### src/twin_prime_sieve_counter_core_defines.svh
// assertion macros shared by the sieve counter modules
`ifndef TWIN_PRIME_SIEVE_COUNTER_CORE_DEFINES_SVH
`define TWIN_PRIME_SIEVE_COUNTER_CORE_DEFINES_SVH

`ifndef NO_ASSERTIONS
// checked on every rising edge, quiet while reset is asserted
`define TPSC_ASSERT(label, prop) \
	label: assert property (@(posedge clk) disable iff (!arst_n) prop) \
		else $error("tpsc check failed");
// same check, also evaluated during reset
`define TPSC_ASSERT_ALWAYS(label, prop) \
	label: assert property (@(posedge clk) prop) \
		else $error("tpsc check failed");
`else
`define TPSC_ASSERT(label, prop)
`define TPSC_ASSERT_ALWAYS(label, prop)
`endif

`endif

### src/tpsc_pkg.sv
// command and status types between the sieve controller and datapath
package tpsc_pkg;

	localparam logic [15:0] COUNT_MAX = 16'hFFFF;
	localparam logic [15:0] SMALLEST_PRIME = 16'd2;

	typedef struct packed {
		logic load;       // take a new limit beat, reset counts
		logic clr_step;   // clear one bitmap entry after reset
		logic sq;         // square the current prime
		logic mark_init;  // start marking at p*p
		logic mark_step;  // mark one multiple
		logic srch_next;  // candidate was composite, try the next
		logic take_prime; // candidate is the next prime
		logic scan_init;  // start the counting scan at 2
		logic scan_step;  // read and clear one entry of the scan
		logic finish;     // load the result register
	} cmd_t;

	typedef struct packed {
		logic small_n;   // incoming limit below two
		logic clr_last;  // clear pointer at the last entry
		logic sq_le_n;   // p*p within the limit
		logic next_le_n; // next multiple within the limit
		logic m_gt_n;    // search pointer beyond the limit
		logic m_eq_n;    // scan pointer at the limit
		logic rd_bit;    // registered bitmap read data
		logic out_free;  // result register can take a beat
	} sts_t;

endpackage

### src/tpsc_ctrl.sv
// sieve controller: clear sweep, sieve, next-prime search, counting scan
module tpsc_ctrl (
	input  logic           clk,
	input  logic           arst_n,
	input  logic           in_valid,
	output logic           in_stall,
	input  tpsc_pkg::sts_t sts,
	output tpsc_pkg::cmd_t cmd
);
	import tpsc_pkg::*;

	typedef enum logic [3:0] {
		ST_CLR,
		ST_IDLE,
		ST_SQ,
		ST_CHK,
		ST_MARK,
		ST_SRCH,
		ST_SWAIT,
		ST_SCAN,
		ST_DRAIN,
		ST_FIN
	} state_t;

	state_t state_q;
	state_t state_d;

	assign in_stall = state_q != ST_IDLE;

	always_comb begin
		cmd     = '0;
		state_d = state_q;
		case (state_q)
			ST_CLR: begin
				cmd.clr_step = 1'b1;
				if (sts.clr_last) begin
					state_d = ST_IDLE;
				end
			end
			ST_IDLE: begin
				if (in_valid) begin
					cmd.load = 1'b1;
					state_d  = sts.small_n ? ST_FIN : ST_SQ;
				end
			end
			ST_SQ: begin
				cmd.sq  = 1'b1;
				state_d = ST_CHK;
			end
			ST_CHK: begin
				if (sts.sq_le_n) begin
					cmd.mark_init = 1'b1;
					state_d       = ST_MARK;
				end else begin
					cmd.scan_init = 1'b1;
					state_d       = ST_SCAN;
				end
			end
			ST_MARK: begin
				cmd.mark_step = 1'b1;
				if (!sts.next_le_n) begin
					state_d = ST_SRCH;
				end
			end
			ST_SRCH: begin
				// read of the candidate is issued here, data comes back next cycle
				if (sts.m_gt_n) begin
					cmd.scan_init = 1'b1;
					state_d       = ST_SCAN;
				end else begin
					state_d = ST_SWAIT;
				end
			end
			ST_SWAIT: begin
				if (sts.rd_bit) begin
					cmd.srch_next = 1'b1;
					state_d       = ST_SRCH;
				end else begin
					cmd.take_prime = 1'b1;
					state_d        = ST_SQ;
				end
			end
			ST_SCAN: begin
				cmd.scan_step = 1'b1;
				if (sts.m_eq_n) begin
					state_d = ST_DRAIN;
				end
			end
			ST_DRAIN: begin
				// last scan read is counted at this edge
				state_d = ST_FIN;
			end
			ST_FIN: begin
				if (sts.out_free) begin
					cmd.finish = 1'b1;
					state_d    = ST_IDLE;
				end
			end
			default: begin
				state_d = ST_IDLE;
			end
		endcase
	end

	always_ff @(posedge clk or negedge arst_n) begin
		if (!arst_n) begin
			state_q <= ST_CLR;
		end else begin
			state_q <= state_d;
		end
	end

	`include "twin_prime_sieve_counter_core_defines.svh"

	`TPSC_ASSERT(a_one_write, $onehot0({cmd.clr_step, cmd.mark_step, cmd.scan_step}))
	`TPSC_ASSERT(a_swait_after_srch, (state_q == ST_SWAIT) |-> ($past(state_q) == ST_SRCH))
	`TPSC_ASSERT(a_drain_after_scan, (state_q == ST_DRAIN) |-> ($past(state_q) == ST_SCAN))

endmodule

### config.mk
export PLATFORM = sky130hd
export DESIGN_NAME = tpsc_ctrl
export DESIGN_NICKNAME = d
export VERILOG_FILES = /design/src/tpsc_pkg.sv /design/src/tpsc_ctrl.sv
export VERILOG_INCLUDE_DIRS = /design/src /design/src/src
export SDC_FILE = /design/constraint.sdc
export NUM_CORES = 1
export LEC_CHECK = 0
export BUFFER_PORTS_ARGS = -buffer_cell sky130_fd_sc_hd__buf_2
export CAP_MARGIN = 20
export CORE_MARGIN = 1.5
export CORE_UTILIZATION = 35
export DETAILED_ROUTE_END_ITERATION = 10
export PLACE_DENSITY_LB_ADDON = 0.2
export SLEW_MARGIN = 10
export SYNTH_ARGS = -nofsm -noshare
export SYNTH_HDL_FRONTEND = slang
export SYNTH_SLANG_ARGS = --single-unit
export TNS_END_PERCENT = 5
### constraint.sdc
create_clock -name clk -period 1.6 [get_ports clk]
set_clock_uncertainty 0.1 [all_clocks]
set_input_delay 0.16 -clock clk [delete_from_list [all_inputs] [get_ports clk]]
set_output_delay 0.16 -clock clk [all_outputs]
set_load 0.01 [all_outputs]
# Word-level counts from Yosys, hierarchy flattened
# Index checks and enable logic that the tools add are counted.
# totals
regBits	4
latch_bits	0
ram_bits	0
mem_bits_ro	0
output_inout_bits	11
mem_count	0
# classes
n_addsub	0
mul	0
n_div	0
order_cmp	0
eq_ne	15
n_shift	0
muxes	26
bitwise	0
n_reduce_logical	2
# op_table
operator	count
4-bit case mux with 10 select lines	1
4-bit two-way mux	6
4-bit by 3-bit equality test with 1-bit output (second input constant)	4
1-bit two-way mux	15
2-bit != test (second input constant)	5
4-bit by 2-bit equality test with 1-bit output (second input constant)	2
4-bit equality test (second input constant)	2
5-bit AND reduction	1
4-bit by 1-bit equality test with 1-bit output (second input constant)	1
4-bit logical NOT	1
2-bit two-way mux	2
4-bit by 1-bit != test with 1-bit output (second input constant)	1
3-bit two-way mux	1
1-bit case mux with 2 select lines	1

# Longest topological paths before layout
# logic_depth
depth_word	3
ltp_mapped	6

# Worst setup path after synthesis
# Ideal clock, no wire load.
# synth_path
path_kind	reg2reg
from	reg state_q[1]
to	reg state_q[1]
setup_ns	0.127
t_arrival_ns	1.202
t_required_ns	1.373
setup_slack_ns	0.170
path_stages_with_launch	6
path_buffers	1
synth_period_minus_slack_ns	1.430
path_cell_list	dfrtp_1 -> buf_6 -> and4bb_1 -> nor2b_4 -> o21bai_1 -> mux2_1
# synth_between
elab_chain_len	3
# synth_lines
item	line_no	rtl
from (decl)	tpsc_ctrl.sv:25	state_t state_q;
from (signal assigned)	tpsc_ctrl.sv:109	state_q <= state_d;
4-bit by 3-bit equality test with 1-bit output (tied with other cells)	tpsc_ctrl.sv:33	case (state_q)
2-bit != test (no line)	--	
5-bit AND reduction (no line)	--	
# Parallel ways exist; a longest one is shown, timed or not.
# A chain may end at the register's enable or synchronous reset.

# Worst setup path after layout
# layout_path
from	reg state_q[1]
to	reg state_q[2]
# Same word-level chain as after synthesis.

==> run summary <==
Outcome: complete, but fails checks
Failing checks: setup timing
DRC viols: 0
Worst Path Arrival: 1.62 ns
DIE WIDTH: 41.8 um
Worst-Skew Late Latency: 0.23 ns
Critical Path Start Type: register
Worst setup margin: -0.0117 ns
DRT Wirelength: 1.38 mm
Clock tree buffer depth: 2
Post-synth EDFFs: 0
Root Buffer: clkbuf_4
GPL Wtd Cong: 0.721
Number of hold violations in the final report: 0
Diode count: 0
Worst Path Required: 1.61 ns
Layout area overhead: 56.9%
Initial Util: 0.389
Vias in the first global route: 508
Synth cell types: 36
Final Power: 1.53 mW
Inserted Clock Buffers: 3
Row cnt: 13
Biggest register: state_q
Max-cap violations: 0
PortBufs: 21
Post-Place Setup Slack: -0.0176 ns
Most numerous cell in the Yosys netlist: nand2_1
Relative slew slack: 0.796
Synthesized flop and latch total: 4
Post-synth top area share: 0.190
Synth Warn #: 0
Post-Synthesis Cells: 60
# setup viols final: 3
Tot GR Track Use: 0.156
Syn Area/Cell: 8.76 um2
DIE AREA: 1740 um2
Post-synth top area cell: dfrtp_1
Slowest stage delay, CP: 0.46 ns
Cell Pwr Density: 1860 nW/um2
Reg2Reg Setup Slack: -0.01 ns
Ys async rst share: 1.00
# clock sinks: 4
Die Ht: 41.8 um
Max Freq: 0.620 GHz
Top FF cell, synth: dfrtp_1
Fraction of layout instances using a drive strength above 1: 0.653
HP Class: primary input to async pin
Avg Vias per Cell: 5.10
Initial antenna violation count: 0
R2r worst-path depth: 5
Crit. End Element: register
# IOs: 22
Starting DRT DRC Count: 2
Top Registers: state_q x4
Largest register FFs: 4
Pin count of the biggest net entering global routing: 12
Top post-synthesis cells by area: dfrtp_1 (19%), buf_6 (6.4%), and4bb_1 (4.8%)
Reg clk slew, reported paths: 0.04 ns
Most instantiated cells after synthesis: nand2_1 (5), a21oi_1 (4), dfrtp_1 (4), nor2_1 (4)
Grt ovf: 0
Synthesized area: 526 um2
CTS tree: yes
RSZ-0062 raised after global routing: true
Worst-margin pin slew: 0.302 ns
Slowest CP cell: dfrtp_2
CP Class: register to register
Core Box Area: 1350 um2
Pleak: 0.397 nW
WL/cell: 12.5 um
Critical path, cell by cell: buf_6, and3b_4, o21ai_4, nand3_2, mux2_4
Fillers: 127
Hold_ws: 0.159 ns
Crit Path Max Fanout: 5
First-pass GRT wire length: 2.12 mm
Routed Antenna Nets: 0
VDD IR max: 0.00114 V
Syn_nets: 71
Htree depth: 1
NumNets Final: 108
Final period util: 1.01
Fin. max-slew vios: 0
Tmin final: 1.61 ns
DRT Pass-1 Iters: 4
Register area share after synthesis: 0.190
Total number of vias: 561
critical path, delay by kind of cell, from the launching register on:
family,cells,cell delay [ns]
AOI/OAI and AO/OA,1,0.15
buffers and inverters,1,0.15
DFF,1,0.46
muxes,1,0.31
and+or+nand+nor,2,0.31
cells in the final DEF, fill, tap and decap left out, types with 3 or more instances in the layout:
cell type   n
buf_2      19
nor2_1      4
nand2_1     5
clkbuf_4    3
buf_4      12
dfrtp_2     4
a21oi_1     4
nor3_2      3
buf_6       5
what timing repair did:
action                                  4_1_cts  5_1_grt
hold endpoints to repair                      4        0
hold buffers                                  1        0
gates resized for setup                       4       14
pin swaps                                     1        4
endpoints found under the setup margin       13       11
buffers inserted                              5        4
path summary, 6_finish.rpt:
path / end / from
setup / recovery: state_q[2] / state_q[1]
hold / removal: state_q[1] / arst_n
setup reg to reg: state_q[2] / state_q[1]
hold reg to reg: state_q[2] / state_q[2]
max in group asynchronous: state_q[3] / arst_n
min in group clk: state_q[3] / sts[0]
metrics by stage:
step / setup TNS [ns] / area, um2 / instances / utilization
6_report: -0.0194 / 825 / 110 / 0.611
5_1_grt: -0.523 / 825 / 110 / 0.611
2_1_floorplan: 0 / 526 / 60 / -
3_5_place_dp: -0.0507 / 646 / 97 / 0.478
3_3_place_gp: 0 / 646 / 97 / 0.478
4_1_cts: -0.0669 / 733 / 106 / 0.543
where the power goes:
group          internal, mW  switching [mW]
Combinational         0.662           0.476
Clock                0.0840          0.0420
Sequential            0.159           0.107
logic make-up (layout without fill, tap and decap cells):
kind of cell | count (synthesis) | in the layout | synth area share
AND/OR/NAND/NOR | 33 | 33 | 0.445
AO/OA/AOI/OAI | 15 | 15 | 0.214
buffers and inverters | 6 | 41 | 0.107
flip-flops | 4 | 4 | 0.190
multiplexers | 2 | 2 | 0.0429
cell type report:
cell class / instances / area [um2] / share of cell area
clock buffer: 3 / 22.5 / 0.0273
tap: 15 / 18.8 / 0.0228
sequential: 4 / 105 / 0.127
timing repair buffer: 38 / 272 / 0.329
multi-input combinational: 50 / 407 / 0.493
metal layers:
layer,vias up,share of wire,track usage
li1,292,-,-
met1,257,0.42,0.189
met2,10,0.53,0.253
met3,2,0.029,0.0217
met4,0,0.015,0.103
met5,-,0,0
Note: power is estimated with default switching activity, not from simulation.
