**src/twin_prime_sieve_counter_core_defines.svh**
```systemverilog
// assertion macros shared by the sieve counter modules
`ifndef TWIN_PRIME_SIEVE_COUNTER_CORE_DEFINES_SVH
`define TWIN_PRIME_SIEVE_COUNTER_CORE_DEFINES_SVH

`ifndef NO_ASSERTIONS
// checked on every rising edge, quiet while reset is asserted
`define TPSC_ASSERT(label, prop) \
	label: assert property (@(posedge clk) disable iff (!arst_n) prop) \
		else $error("tpsc check failed");
// same check, also evaluated during reset
`define TPSC_ASSERT_ALWAYS(label, prop) \
	label: assert property (@(posedge clk) prop) \
		else $error("tpsc check failed");
`else
`define TPSC_ASSERT(label, prop)
`define TPSC_ASSERT_ALWAYS(label, prop)
`endif

`endif

```
**src/tpsc_pkg.sv**
```systemverilog
// command and status types between the sieve controller and datapath
package tpsc_pkg;

	localparam logic [15:0] COUNT_MAX = 16'hFFFF;
	localparam logic [15:0] SMALLEST_PRIME = 16'd2;

	typedef struct packed {
		logic load;       // take a new limit beat, reset counts
		logic clr_step;   // clear one bitmap entry after reset
		logic sq;         // square the current prime
		logic mark_init;  // start marking at p*p
		logic mark_step;  // mark one multiple
		logic srch_next;  // candidate was composite, try the next
		logic take_prime; // candidate is the next prime
		logic scan_init;  // start the counting scan at 2
		logic scan_step;  // read and clear one entry of the scan
		logic finish;     // load the result register
	} cmd_t;

	typedef struct packed {
		logic small_n;   // incoming limit below two
		logic clr_last;  // clear pointer at the last entry
		logic sq_le_n;   // p*p within the limit
		logic next_le_n; // next multiple within the limit
		logic m_gt_n;    // search pointer beyond the limit
		logic m_eq_n;    // scan pointer at the limit
		logic rd_bit;    // registered bitmap read data
		logic out_free;  // result register can take a beat
	} sts_t;

endpackage

```
**src/tpsc_dp.sv**
```systemverilog
// sieve datapath: limit, prime, pointer, squarer, counters, result register
module tpsc_dp #(
	parameter int MAX_N = 65536
) (
	input  logic                     clk,
	input  logic                     arst_n,
	input  tpsc_pkg::cmd_t           cmd,
	output tpsc_pkg::sts_t           sts,
	input  logic [15:0]              limit_n,
	output logic                     out_valid,
	input  logic                     out_stall,
	output logic [15:0]              twin_count,
	output logic [15:0]              prime_count,
	output logic                     map_we,
	output logic [$clog2(MAX_N)-1:0] map_waddr,
	output logic                     map_wdata,
	output logic [$clog2(MAX_N)-1:0] map_raddr,
	input  logic                     map_rdata
);
	import tpsc_pkg::*;

	localparam int AW = $clog2(MAX_N);
	localparam int LW = (AW > 16) ? AW : 16;
	localparam logic [LW-1:0] NMAX_W = LW'(MAX_N - 1);
	localparam logic [AW:0] LAST_ADDR = (AW + 1)'(MAX_N - 1);

	logic [AW-1:0]   n_q;
	logic [AW-1:0]   p_q;
	logic [AW:0]     m_q;
	logic [2*AW-1:0] sq_q;
	logic [15:0]     primes_q;
	logic [15:0]     twins_q;
	logic [AW-1:0]   prev_q;
	logic            prev_valid_q;
	logic            v_s1;
	logic [AW-1:0]   idx_s1;
	logic            out_valid_q;
	logic [15:0]     out_twins_q;
	logic [15:0]     out_primes_q;

	logic [LW-1:0]   lim_w;
	logic [AW-1:0]   n_next;
	logic [AW:0]     m_plus_p;
	logic            is_prime;
	logic            is_twin;

	assign lim_w    = LW'(limit_n);
	assign n_next   = (lim_w > NMAX_W) ? NMAX_W[AW-1:0] : lim_w[AW-1:0];
	assign m_plus_p = m_q + {1'b0, p_q};
	assign is_prime = v_s1 && !map_rdata;
	assign is_twin  = prev_valid_q && (({1'b0, prev_q} + (AW + 1)'(2)) == {1'b0, idx_s1});

	always_comb begin
		sts.small_n   = limit_n < SMALLEST_PRIME;
		sts.clr_last  = m_q == LAST_ADDR;
		sts.sq_le_n   = sq_q <= (2 * AW)'(n_q);
		sts.next_le_n = m_plus_p <= {1'b0, n_q};
		sts.m_gt_n    = m_q > {1'b0, n_q};
		sts.m_eq_n    = m_q == {1'b0, n_q};
		sts.rd_bit    = map_rdata;
		sts.out_free  = !out_valid_q || !out_stall;
	end

	assign map_we    = cmd.clr_step || cmd.mark_step || cmd.scan_step;
	assign map_wdata = cmd.mark_step;
	assign map_waddr = m_q[AW-1:0];
	assign map_raddr = m_q[AW-1:0];

	always_ff @(posedge clk or negedge arst_n) begin
		if (!arst_n) begin
			m_q          <= '0;
			v_s1         <= 1'b0;
			out_valid_q  <= 1'b0;
			prev_valid_q <= 1'b0;
		end else begin
			v_s1 <= cmd.scan_step;
			if (cmd.load) begin
				prev_valid_q <= 1'b0;
			end else if (is_prime) begin
				prev_valid_q <= 1'b1;
			end
			if (cmd.clr_step || cmd.srch_next || cmd.scan_step) begin
				m_q <= m_q + (AW + 1)'(1);
			end else if (cmd.mark_init) begin
				m_q <= sq_q[AW:0];
			end else if (cmd.mark_step) begin
				// last multiple marked: go on to look for the next prime
				m_q <= sts.next_le_n ? m_plus_p : ({1'b0, p_q} + (AW + 1)'(1));
			end else if (cmd.scan_init) begin
				m_q <= (AW + 1)'(2);
			end
			if (cmd.finish) begin
				out_valid_q <= 1'b1;
			end else if (!out_stall) begin
				out_valid_q <= 1'b0;
			end
		end
	end

	always_ff @(posedge clk) begin
		idx_s1 <= m_q[AW-1:0];
		if (cmd.load) begin
			n_q      <= n_next;
			p_q      <= AW'(2);
			primes_q <= '0;
			twins_q  <= '0;
		end else begin
			if (cmd.take_prime) begin
				p_q <= m_q[AW-1:0];
			end
			if (is_prime) begin
				if (primes_q != COUNT_MAX) begin
					primes_q <= primes_q + 16'd1;
				end
				if (is_twin && twins_q != COUNT_MAX) begin
					twins_q <= twins_q + 16'd1;
				end
				prev_q <= idx_s1;
			end
		end
		if (cmd.sq) begin
			sq_q <= (2 * AW)'(p_q) * (2 * AW)'(p_q);
		end
		if (cmd.finish) begin
			out_twins_q  <= twins_q;
			out_primes_q <= primes_q;
		end
	end

	assign out_valid   = out_valid_q;
	assign twin_count  = out_twins_q;
	assign prime_count = out_primes_q;

	`include "twin_prime_sieve_counter_core_defines.svh"

	`TPSC_ASSERT(a_mark_in_range, cmd.mark_step |-> (m_q <= {1'b0, n_q}))
	`TPSC_ASSERT(a_new_prime_unmarked, cmd.take_prime |-> !map_rdata)
	`TPSC_ASSERT(a_twins_le_primes, out_valid_q |-> (out_twins_q <= out_primes_q))

endmodule

```
**config.mk**
```make
export PLATFORM = sky130hd
export DESIGN_NAME = tpsc_dp
export DESIGN_NICKNAME = d
export VERILOG_FILES = /design/src/tpsc_pkg.sv /design/src/tpsc_dp.sv
export VERILOG_INCLUDE_DIRS = /design/src /design/src/src
export SDC_FILE = /design/constraint.sdc
export NUM_CORES = 1
export LEC_CHECK = 0
export BUFFER_PORTS_ARGS = -buffer_cell sky130_fd_sc_hd__buf_2
export CAP_MARGIN = 5
export CORE_UTILIZATION = 56
export CTS_BUF_LIST = sky130_fd_sc_hd__clkbuf_8
export DETAILED_ROUTE_END_ITERATION = 12
export PLACE_DENSITY = 0.77
export SLEW_MARGIN = 25
export SYNTH_ARGS = -nofsm -noshare
export SYNTH_HDL_FRONTEND = slang
export SYNTH_SLANG_ARGS = --single-unit
```
**constraint.sdc**
```tcl
create_clock -name clk -period 7.05 [get_ports clk]
set_clock_uncertainty 0.05 [all_clocks]
set_input_delay 1.0575 -clock clk [delete_from_list [all_inputs] [get_ports clk]]
set_output_delay 1.0575 -clock clk [all_outputs]
set_load 0.005 [all_outputs]
```
# Yosys cells after proc, flatten, opt, wreduce, memory -nomap -nowiden
# Index checks and enable logic that the tools add are counted.
[totals]
output_inout_bits = 75
input_bits = 30
elab_cells = 57
regBits = 180
[op_classes]
magnitude_cmp = 5
n_eq_ne = 6
muxes = 9
multipliers = 1
n_bitwise = 1
addsub = 6
n_reduce_logical = 16
[ops]
columns = ["operator", "n"]
rows = [
  ["17-bit two-way mux", 5],
  ["17-bit by 16-bit == test with 1-bit output", 2],
  ["16-bit by 1-bit adder with 16-bit output, second input constant", 2],
  ["32-bit by 16-bit less-or-equal comparator with 1-bit output", 1],
  ["16-bit by 16-bit multiplier with 32-bit output", 1],
  ["16-bit inequality test, second input constant", 2],
  ["16-bit by 1-bit adder with 17-bit output, second input constant", 1],
  ["16-bit by 2-bit adder with 17-bit output, second input constant", 1],
  ["17-bit by 1-bit adder with 17-bit output, second input constant", 1],
  ["17-bit by 16-bit adder with 17-bit output", 1],
  ["17-bit by 16-bit == test with 1-bit output, second input constant", 1],
  ["17-bit by 16-bit > comparator with 1-bit output", 1],
  ["17-bit by 16-bit less-or-equal comparator with 1-bit output", 1],
  ["16-bit > comparator, second input constant", 1],
  ["16-bit by 2-bit < comparator with 1-bit output, second input constant", 1],
  ["2-bit AND reduction", 3],
  ["1-bit logical OR", 5],
  ["1-bit two-way mux", 4],
  ["4-bit nonzero test", 1],
  ["1-bit logical AND", 3],
  ["1-bit zero test", 3],
  ["2-bit inequality test, second input constant", 1],
  ["2-bit nonzero test", 1],
  ["1-bit NOT", 1],
]

# Longest topological paths before layout
# Gate-level depths: netlist of run 1.
[depth]
word_depth = 6
mapped_depth = 26
mapped_depth_nobuf = 24

# Worst setup path after synthesis of run 1
# No wires, ideal clock.
[synth_timing]
path_kind = "register to register"
start = "register p_q[4]"
end = "register sq_q[29], data pin"
n_path_buf = 2
stages_incl_launch_ff = 22
period_less_slack_ns = 6.584
setup_time_ns = 0.258
setup_slack_ns = 0.466
required_ns = 6.742
arrival_ns = 6.276
path_cell_list = "dfxtp_1 clkbuf_1 buf_1 nand2_1 fa_1 inv_1 fa_1 fa_1 fa_1 fa_1 inv_1 fa_1 inv_1 ha_1 nand4_1 or2_0 a2111oi_0 o21ai_0 o21ai_0 a21o_1 a21oi_1 xnor2_1"
[synth_via]
elab_chain_cells = 1
[synth_lines]
columns = ["item", "line_no", "text"]
rows = [
  ["from (decl)", "tpsc_dp.sv:28", "logic [AW-1:0] p_q;"],
  ["from (signal assigned)", "tpsc_dp.sv:109", "p_q <= m_q[AW-1:0];"],
  ["16-bit by 16-bit multiplier with 32-bit output", "tpsc_dp.sv:122", "sq_q <= (2 * AW)'(p_q) * (2 * AW)'(p_q);"],
  ["to (signal assigned)", "tpsc_dp.sv:122", ""],
  ["to (decl)", "tpsc_dp.sv:30", "logic [2*AW-1:0] sq_q;"],
]
# No other way between the ends.
# A chain may end at the register's enable or synchronous reset.

# Worst setup path in the final report of run 1
[layout_timing]
start = "register p_q[5]"
end = "register sq_q[28], data pin"
# Same word-level chain as after synthesis.

==> flow_summary.ini, run 1 <==
[logic_synthesis]
synth_seq_cells = 179
syn-cell-area_um2 = 16600
yosysMostFrequentCell = inv_1
synthTopCellsByArea = fa_1 (20%), edfxtp_1 (17%), ha_1 (13%)
synth_edf_count = 95
synthTopCellsByCount = inv_1 (273), ha_1 (169), fa_1 (164)
synth_cells = 1709
synth_top_cell_area_share = 0.198
seq_area_frac_synth = 0.280
syn_area_per_cell_um2 = 9.70
synth_top_area_cell = fa_1
yosys_most_used_dff = edfxtp_1
synthArstFlopShare = 0.112
yosysUniqueCellTypes = 65
synth_nets = 2072
yosys_warnings = 0

[clock_tree]
clock_latency_ps = 490
cts_num_sinks = 179
post-cts-setup-buffers = 0
clock-root-buffer = clkbuf_8
cts_hold_buf = 0
clk_pin_slew_ps = 110
cts_buffers = 17
cts-htree-levels = 4
cts_tree = done
cts_max_path_buffers = 2

[route]
antenna_left = 0
wire_per_inst_um = 17.5
first_pass_iters = 5
drtIter0Drc = 1118
routed_via_density = 5.64
vias = 12300
routed_wl_um = 38000
drc = 0

[sta]
min_period_ps = 6760
hold_viol = 0
setup_viol = 0
worstMarginPinSlew_ps = 845
rsz0062_at_grt = false
slew_viol_final = 0
tns_ps = 0
max_freq_mhz = 148
fin_crit_sh = 0.959
slew_headroom = 0.433

[floorplanning]
start_util = 0.573
die_w_um = 174
rows = 62
coreArea_um2 = 28900
num_io_pins = 105
die_h_um = 174
dieArea_um2 = 30300

[critical_path]
worstPathArrival_ps = 6950
path_class = reg2reg
required_ps = 7240
r2r-end = sq_q[28]$_DFFE_PP_
r2r_setup_slack_ps = 290
setup.worst_path.start_class = flop
rr_startpoint = p_q[5]$_SDFFE_PP0P_
cp-end-kind = flop
critPathMaxFanout = 14
reg2regPathDepth = 23

[min_path]
hold_start = idx_s1[4]$_DFF_P_
hold-path-endpoint = prev_q[4]$_DFFE_PP_
hp-class = reg2reg
hold_depth = 0

[global_routing]
grt_pass1_wl_um = 62600
grt_max_degree = 67
first_global_vias = 12400
overflow = 0
grt_usage = 0.263
antenna_found_initial = 1

[place]
hpwl_um = 30200
io_buffers = 104
gp_congestion = 0.909

[flow_run]
maxCapViolCount = 0

[layout]
multi_input_area_um2 = 10500
diodes = 0
final_util = 0.614
final_layout_size_suffix_gt1_frac = 0.109
fillers = 2397
regArea_um2 = 4640
syn2layout_area_growth_pct = 7.09
finalNetCount = 2138

[run_status]
status = complete, no violations

[power]
p_leak_nw = 8.96
max-vdd-ir-drop_mv = 0.156
p_per_area_nw_per_um2 = 261
## power breakdown
group | switching (mW) | leakage, nW | internal, mW
Clock | 0.444 | 0.200 | 0.269
Sequential | 0.312 | 1.73 | 1.32
Combinational | 1.34 | 7.03 | 0.948
Total | 2.09 | 8.96 | 2.54
## flip-flops by register name, summed over array words and instances, names as in the netlist
signal        flops
twin_count       16
p_q              16
twins_q          16
n_q              16
sq_q             31
prev_valid_q      1
out_valid         1
v_s1              1
idx_s1           16
prev_q           16
prime_count      16
m_q              17
primes_q         16
## routing by layer
metal	GRT usage	share of wire
met1	0.333	0.41
met2	0.456	0.49
met3	0.0440	0.065
met4	0.0903	0.030
met5	0	0.00029
## repair_timing
| item | CTS | global route |
|---|---|---|
| cloned | 0 | 0 |
| gates resized for setup | 1 | 7 |
| endpoints found under the setup margin | 2 | 6 |
## cell families (layout without fill, tap and decap cells)
kind of cell	Yosys count	count (layout)	share of synthesized area
multiplexers	25	25	0.0152
flip-flops	179	179	0.280
XOR/XNOR	113	113	0.0597
AND/OR/NAND/NOR	456	456	0.137
adder cells (fa/ha/maj)	333	333	0.326
AO/OA/AOI/OAI	242	242	0.0927
buffers and inverters	361	440	0.0907
## worst max-delay path, cell delays in order (launching register included)
cell and delay, ps:
dfxtp_1 390, buf_4 240, nand2_1 130, inv_1 70
fa_1 480, inv_1 60, fa_1 530, inv_1 60
fa_1 530, fa_1 440, fa_1 540, inv_1 50
fa_1 520, inv_1 40, ha_1 360, nand3_1 160
nor4_1 90, o31ai_1 530, o221ai_1 270, a21o_1 270
a31o_2 260, a21o_1 180, a21oi_1 160, xnor2_1 90
## metrics by stage
step	power (mW)	hold slack, ps	std cells	area (um2)	worst slack (ps)
after CTS	4.61	402	2172	17700	54.9
final	4.63	400	2172	17800	290
after global placement	3.82	386	2140	17300	306
after global routing	4.99	406	2172	17800	5.37
after detailed placement	3.90	389	2140	17300	4.35
after floorplan	3.26	378	1709	16600	466
## final cells by class
class / instances / share of cell area
timing repair buffer: 135 / 0.0424
sequential: 179 / 0.261
clock buffer: 17 / 0.0132
tap: 384 / 0.0271
multi-input combinational: 1169 / 0.589
inverter: 273 / 0.0577
clock inverter: 15 / 0.00937
## placed cells by master, fill, tap and decap left out, types with 13 or more instances in the layout
cell      synthesis  layout
a21o_1           28      28
a21oi_1          83      83
and2_1           52      52
and3_1           21      21
buf_2             2     104
buf_4            37      31
clkbuf_8          0      17
dfrtp_1          20      20
dfxtp_1          64      58
edfxtp_1         95      95
fa_1            164     164
ha_1            169     169
inv_1           273     273
mux2i_1          23      23
nand2_1         127     127
nand2b_1         13      13
nand3_1          44      44
nand4_1          25      25
nor2_1          108     107
o21a_1           15      15
o21ai_0          50      50
xnor2_1          59      59
xor2_1           54      54
## how the worst max path moves through the flow
stage	cells after the start	end	slack, ps	startpoint
6_report	23	sq_q[28]$_DFFE_PP_	290	p_q[5]$_SDFFE_PP0P_
5_1_grt	22	sq_q[28]$_DFFE_PP_	5	p_q[8]$_SDFFE_PP0P_
4_1_cts	20	sq_q[29]$_DFFE_PP_	50	p_q[3]$_SDFFE_PP0P_
3_5_place_dp	20	sq_q[29]$_DFFE_PP_	4	p_q[7]$_SDFFE_PP0P_
3_3_place_gp	22	sq_q[29]$_DFFE_PP_	310	p_q[7]$_SDFFE_PP0P_
2_1_floorplan	21	sq_q[29]$_DFFE_PP_	470	p_q[4]$_SDFFE_PP0P_
Power figures use the tool's default switching activity.
==> run 2: changes to the inputs <==
==> constraint.sdc (replaced) <==
create_clock -name clk -period 7.05 [get_ports clk]
set_clock_uncertainty 0.05 [all_clocks]
set_input_delay 0.705 -clock clk [delete_from_list [all_inputs] [get_ports clk]]
set_output_delay 0.705 -clock clk [all_outputs]
set_load 0.005 [all_outputs]
==> run 2 against run 1 <==
  * Count of clock-buffer cells in the layout unchanged
  * Via count up 0.38%
  * Critical path depth unchanged
  * Setup slack better by 36 ps
  * Register-to-register slack better by 40 ps
  * Sequential power about the same
  * Cell count about the same
  * Sequential share of layout area down 0.079 points
  * First-iteration DRC count down 4.1%
  * Power up 1.4%
  * Utilization up 0.10 points
  * Combinational power about the same
  * Critical path type unchanged
  * Critical endpoint is now sq_q[30]$_DFFE_PP_
  * Largest power group unchanged
==> flow_summary.ini, run 2 (synthesized netlist as in run 1, its figures left out) <==
[floorplanning]
dieArea_um2 = 30300
coreArea_um2 = 28900
die_h_um = 174
num_io_pins = 105
die_w_um = 174
rows = 62
start_util = 0.573

[run_status]
status = complete, no violations

[layout]
regArea_um2 = 4640
largest-register = sq_q
multi_input_area_um2 = 10500
mostFrequentLayoutCell = inv_1
largest_reg_flops = 31
finalNetCount = 2137
syn2layout_area_growth_pct = 7.28
fillers = 2377
diodes = 0
final_cell_mix = inv_1 (273), ha_1 (169), fa_1 (164)
top_regs = sq_q (31), m_q (17)
final_layout_size_suffix_gt1_frac = 0.106

[critical_path]
max_stage_delay_ps = 580
worstPathArrival_ps = 6910
critPathMaxFanout = 10
required_ps = 7230
path_class = reg2reg
setup.worst_path.start_class = flop
cpMostUsedCell = inv_1
worst_path_max_delay_cell = dfxtp_1
cp-end-kind = flop
cp_cell_sequence = buf_4, inv_1, nor2_1, ha_1, inv_1, fa_1, inv_1, ha_1, fa_1, fa_1, inv_1, fa_1, inv_1, ha_1, nand3_1, nor4_1, o31ai_2, o221ai_1, a21o_1, a31o_2, nand2_1, o21ai_0, xor2_1

[global_routing]
overflow = 0
grt_pass1_wl_um = 62900
grt_usage = 0.265
antenna_found_initial = 0
grt_max_degree = 55
first_global_vias = 12600

[route]
first_pass_iters = 6
drtIter0Drc = 1072
routed_via_density = 5.67
routed_wl_um = 38700
wire_per_inst_um = 17.8
antenna_left = 0
vias = 12300
drc = 0

[power]
p_int_mw = 2.57
switching_share = 0.452
pwr-share-clk = 0.164
p_switching_mw = 2.12
max-vdd-ir-drop_mv = 0.143
p_per_area_nw_per_um2 = 264
p_leak_nw = 8.96
p_comb_frac = 0.485
p_seq_frac = 0.351

[place]
io_buffers = 104
pre_cts_slack_ps = -46.7
hpwl_um = 30800
gp_congestion = 0.925

[clock_tree]
cts_num_sinks = 179
cts_hold_buf = 0
clock_latency_ps = 480
cts_buffers = 17
cts_tree = done
cts_max_path_buffers = 2
cts-htree-levels = 4
clk_pin_slew_ps = 120
clock-root-buffer = clkbuf_8

[flow_run]
maxCapViolCount = 0

[sta]
fin_ws_ps = 327
setup_viol = 0
whs_ps = 127
slew_headroom = 0.397
min_period_ps = 6720
max_freq_mhz = 149
rsz0062_at_grt = false
fin_crit_sh = 0.954
slew_viol_final = 0
worstMarginPinSlew_ps = 898
hold_viol = 0

[min_path]
hp-class = in2async
[run 2: cell types whose count changed in the layout (fill, tap and decap cells not counted), sizes merged]
cell and change:
clkinv +2, inv -2, buf -1, bufinv +1, clkinvlp -1
[run 2: critical path, delay by kind of cell, from the launching register on]
kind	cells	cell delay (ps)
adders and majority gates	7	3020
AOI/OAI and AO/OA	5	1150
and+or+nand+nor	4	960
buffers and inverters	6	610
DFF	1	580
xor gates and xnor gates	1	100
[run 2: layer usage]
metal  vias up  share of wire  track usage
met4         0          0.033       0.0998
met2       457           0.49        0.456
met3        86          0.060       0.0407
met1      6000           0.41        0.335
met5         -              0            0
li1       5759              -            -
[run 2: power by group through the flow]
| stage | clock network [mW] | logic [mW] | registers (mW) |
|---|---|---|---|
| floorplan | 0 | 1.77 | 1.49 |
| global placement | 0 | 2.18 | 1.65 |
| detailed placement | 0 | 2.25 | 1.66 |
| CTS | 0.782 | 2.27 | 1.64 |
| global route | 0.820 | 2.57 | 1.66 |
| finish | 0.770 | 2.27 | 1.65 |
[run 2: path summary, 6_finish.rpt]
kind / endpoint / cells after the start / from / slack (ps)
min in group clk: v_s1$_DFF_PN0_ / 1 / cmd[1] / 340
max in group asynchronous: v_s1$_DFF_PN0_ / 1 / arst_n / 6450
setup reg to reg: sq_q[30]$_DFFE_PP_ / 23 / p_q[11]$_SDFFE_PP0P_ / 330
setup / recovery: sq_q[30]$_DFFE_PP_ / 23 / p_q[11]$_SDFFE_PP0P_ / 330
hold reg to reg: prev_q[6]$_DFFE_PP_ / 0 / idx_s1[6]$_DFF_P_ / 390
hold / removal: out_valid$_DFFE_PN0P_ / 1 / arst_n / 130
[run 2: through the flow]
stage / std cells / power, mW / instance area [um2] / util / setup TNS (ps)
after floorplan: 1709 / 3.26 / 16600 / - / 0
final: 2171 / 4.69 / 17800 / 0.615 / 0
after global routing: 2171 / 5.05 / 17800 / 0.615 / 0
after detailed placement: 2139 / 3.91 / 17300 / 0.599 / -63.2
after CTS: 2171 / 4.68 / 17800 / 0.614 / 0
after global placement: 2139 / 3.83 / 17300 / 0.599 / 0
[run 2: timing repair]
item | in CTS | in global routing
setup buffers | 0 | 0
endpoints found under the setup margin | 2 | 4
gates resized for setup | 1 | 3
[run 2: cell type report]
| cell class | instances | share of cell area |
|---|---|---|
| tap | 384 | 0.0270 |
| sequential | 179 | 0.261 |
| inverter | 273 | 0.0576 |
| timing repair buffer | 134 | 0.0419 |
| clock buffer | 17 | 0.0132 |
| clock inverter | 15 | 0.0115 |
| multi-input combinational | 1169 | 0.588 |
==> run 3: changes to the inputs <==
Clock period 7.05 ns to 5.9 ns, I/O delays scaled along.
==> run 3 against run 2 <==
  * Non-clock buffer count up 113
  * Fmax up 12%
  * Power up 30%
  * Combinational power up 48%
  * First-iteration DRC count down 1.3%
  * Global-route usage up 1.4 points
  * Count of clock-buffer cells in the layout unchanged
  * Die area unchanged
  * Cell count up 5.3%
  * Utilization up 4.6 points
  * Setup slack worse by 440 ps
  * The run now ends with negative setup slack left
  * Sequential power up 14%
==> flow_summary.ini, run 3 (synthesized netlist as in run 1, its figures left out) <==
[min_path]
hold_depth = 1
hp-class = in2reg
hold-path-endpoint = v_s1$_DFF_PN0_
hold_start = cmd[1]

[critical_path]
required_ps = 6100
r2r_setup_slack_ps = -120
path_class = reg2reg
worstPathArrival_ps = 6220
reg2regPathDepth = 21
cp-end-kind = flop
r2r-end = sq_q[28]$_DFFE_PP_
critPathMaxFanout = 7
setup.worst_path.start_class = flop
rr_startpoint = p_q[1]$_SDFFE_PP1P_

[place]
hpwl_um = 32200
io_buffers = 104
gp_congestion = 0.953

[clock_tree]
clock_latency_ps = 500
cts_num_sinks = 179
cts_tree = done
cts_max_path_buffers = 2
clock-root-buffer = clkbuf_8
clk_pin_slew_ps = 130
cts_buffers = 17
cts-htree-levels = 4

[global_routing]
overflow = 0
grt_pass1_wl_um = 66700
first_global_vias = 13400
grt_max_degree = 41
grt_usage = 0.279
antenna_found_initial = 1

[layout]
syn2layout_area_growth_pct = 15.3
largest_reg_flops = 31
largest-register = sq_q
final_cell_mix = inv_1 (260), fa_1 (162), ha_1 (161)
final_util = 0.661
top_regs = sq_q (31), m_q (17)
fillers = 2138
finalNetCount = 2250
final_layout_size_suffix_gt1_frac = 0.201
mostFrequentLayoutCell = inv_1

[route]
routed_wl_um = 41300
drtIter0Drc = 1058
first_pass_iters = 5
vias = 12800
wire_per_inst_um = 18.1
drc = 0
routed_via_density = 5.62
antenna_left = 0

[sta]
worstMarginPinSlew_ps = 1010
fin_ws_ps = -117
max_freq_mhz = 166
whs_ps = 215
min_period_ps = 6020
hold_viol = 0
setup_viol = 6
rsz0062_at_grt = true
fin_crit_sh = 1.02
slew_headroom = 0.324
slew_viol_final = 0

[floorplanning]
dieArea_um2 = 30300
coreArea_um2 = 28900
die_h_um = 174
die_w_um = 174
num_io_pins = 105
start_util = 0.573
rows = 62

[power]
max-vdd-ir-drop_mv = 0.186
p_total_mw = 6.10
p_leak_nw = 9.61
p_per_area_nw_per_um2 = 319

[run_status]
violations = negative setup slack
status = complete, but fails checks

[flow_run]
maxCapViolCount = 0
-- run 3: changes by cell type in the layout (fill, tap and decap cells not counted), moves of 9 or more --
cell / previous run / this run
dfxtp_1: 63 / 49
dfxtp_4: 0 / 12
nand2_1: 127 / 117
buf_6: 0 / 9
inv_1: 273 / 260
inv_2: 0 / 13
a21oi_1: 83 / 74
buf_4: 30 / 127
-- run 3: critical path, stage by stage, from the launching register on --
cell	delay [ps]
dfxtp_4	420
and2_4	180
fa_1	530
inv_1	50
fa_1	490
inv_1	60
fa_1	500
inv_1	50
fa_1	480
inv_1	50
fa_1	450
fa_1	540
ha_4	230
a21oi_4	180
o221ai_4	130
o31ai_4	350
o221ai_4	160
a21o_1	230
a31o_4	240
a21o_1	180
a21oi_2	120
xnor2_1	70
-- run 3: how the worst max path moves through the flow --
stage / slack [ps] / to / from
6_report: -120 / sq_q[28]$_DFFE_PP_ / p_q[1]$_SDFFE_PP1P_
3_3_place_gp: -260 / sq_q[28]$_DFFE_PP_ / p_q[5]$_SDFFE_PP0P_
4_1_cts: -60 / sq_q[28]$_DFFE_PP_ / p_q[4]$_SDFFE_PP0P_
5_1_grt: -280 / sq_q[28]$_DFFE_PP_ / p_q[5]$_SDFFE_PP0P_
3_5_place_dp: -340 / sq_q[29]$_DFFE_PP_ / p_q[11]$_SDFFE_PP0P_
2_1_floorplan: 1 / sq_q[29]$_DFFE_PP_ / p_q[12]$_SDFFE_PP0P_
-- run 3: power by group --
| group | switching, mW | leakage, nW | internal (mW) |
|---|---|---|---|
| clock network | 0.556 | 0.201 | 0.321 |
| logic | 1.88 | 7.67 | 1.46 |
| registers | 0.289 | 1.74 | 1.59 |
-- run 3: cell type report --
class,count,area (um2),area share
Multi-Input combinational cell,1169,10800,0.566
Sequential cell,179,4680,0.245
Timing Repair Buffer,247,1700,0.0887
Inverter,273,1020,0.0536
Tap cell,384,480,0.0251
Clock buffer,17,234,0.0122
Clock inverter,15,166,0.00871
Antenna cell,1,2.50,0.000131
-- run 3: what timing repair did --
| item | in CTS | in global routing |
|---|---|---|
| gates resized for setup | 48 | 54 |
| setup buffers | 8 | 5 |
| setup endpoints to repair | 12 | 15 |
| hold endpoints to repair | 1 | 0 |
| pin swaps | 21 | 48 |
| hold buffers | 1 | 0 |
-- run 3: metrics by stage --
step           cells  cell area [um2]  setup WS, ps  TNS, ps
6_report        2285            19100          -117     -227
5_1_grt         2285            19100          -277    -2090
4_1_cts         2281            18900         -57.9    -95.0
3_5_place_dp    2240            18200          -338    -2440
3_3_place_gp    2240            18200          -261    -1490
2_1_floorplan   1709            16800          1.21        0
-- run 3: routing by layer --
layer	part of all wire	track usage
met1	0.41	0.354
met2	0.50	0.486
met3	0.056	0.0337
met4	0.035	0.108
met5	0	0
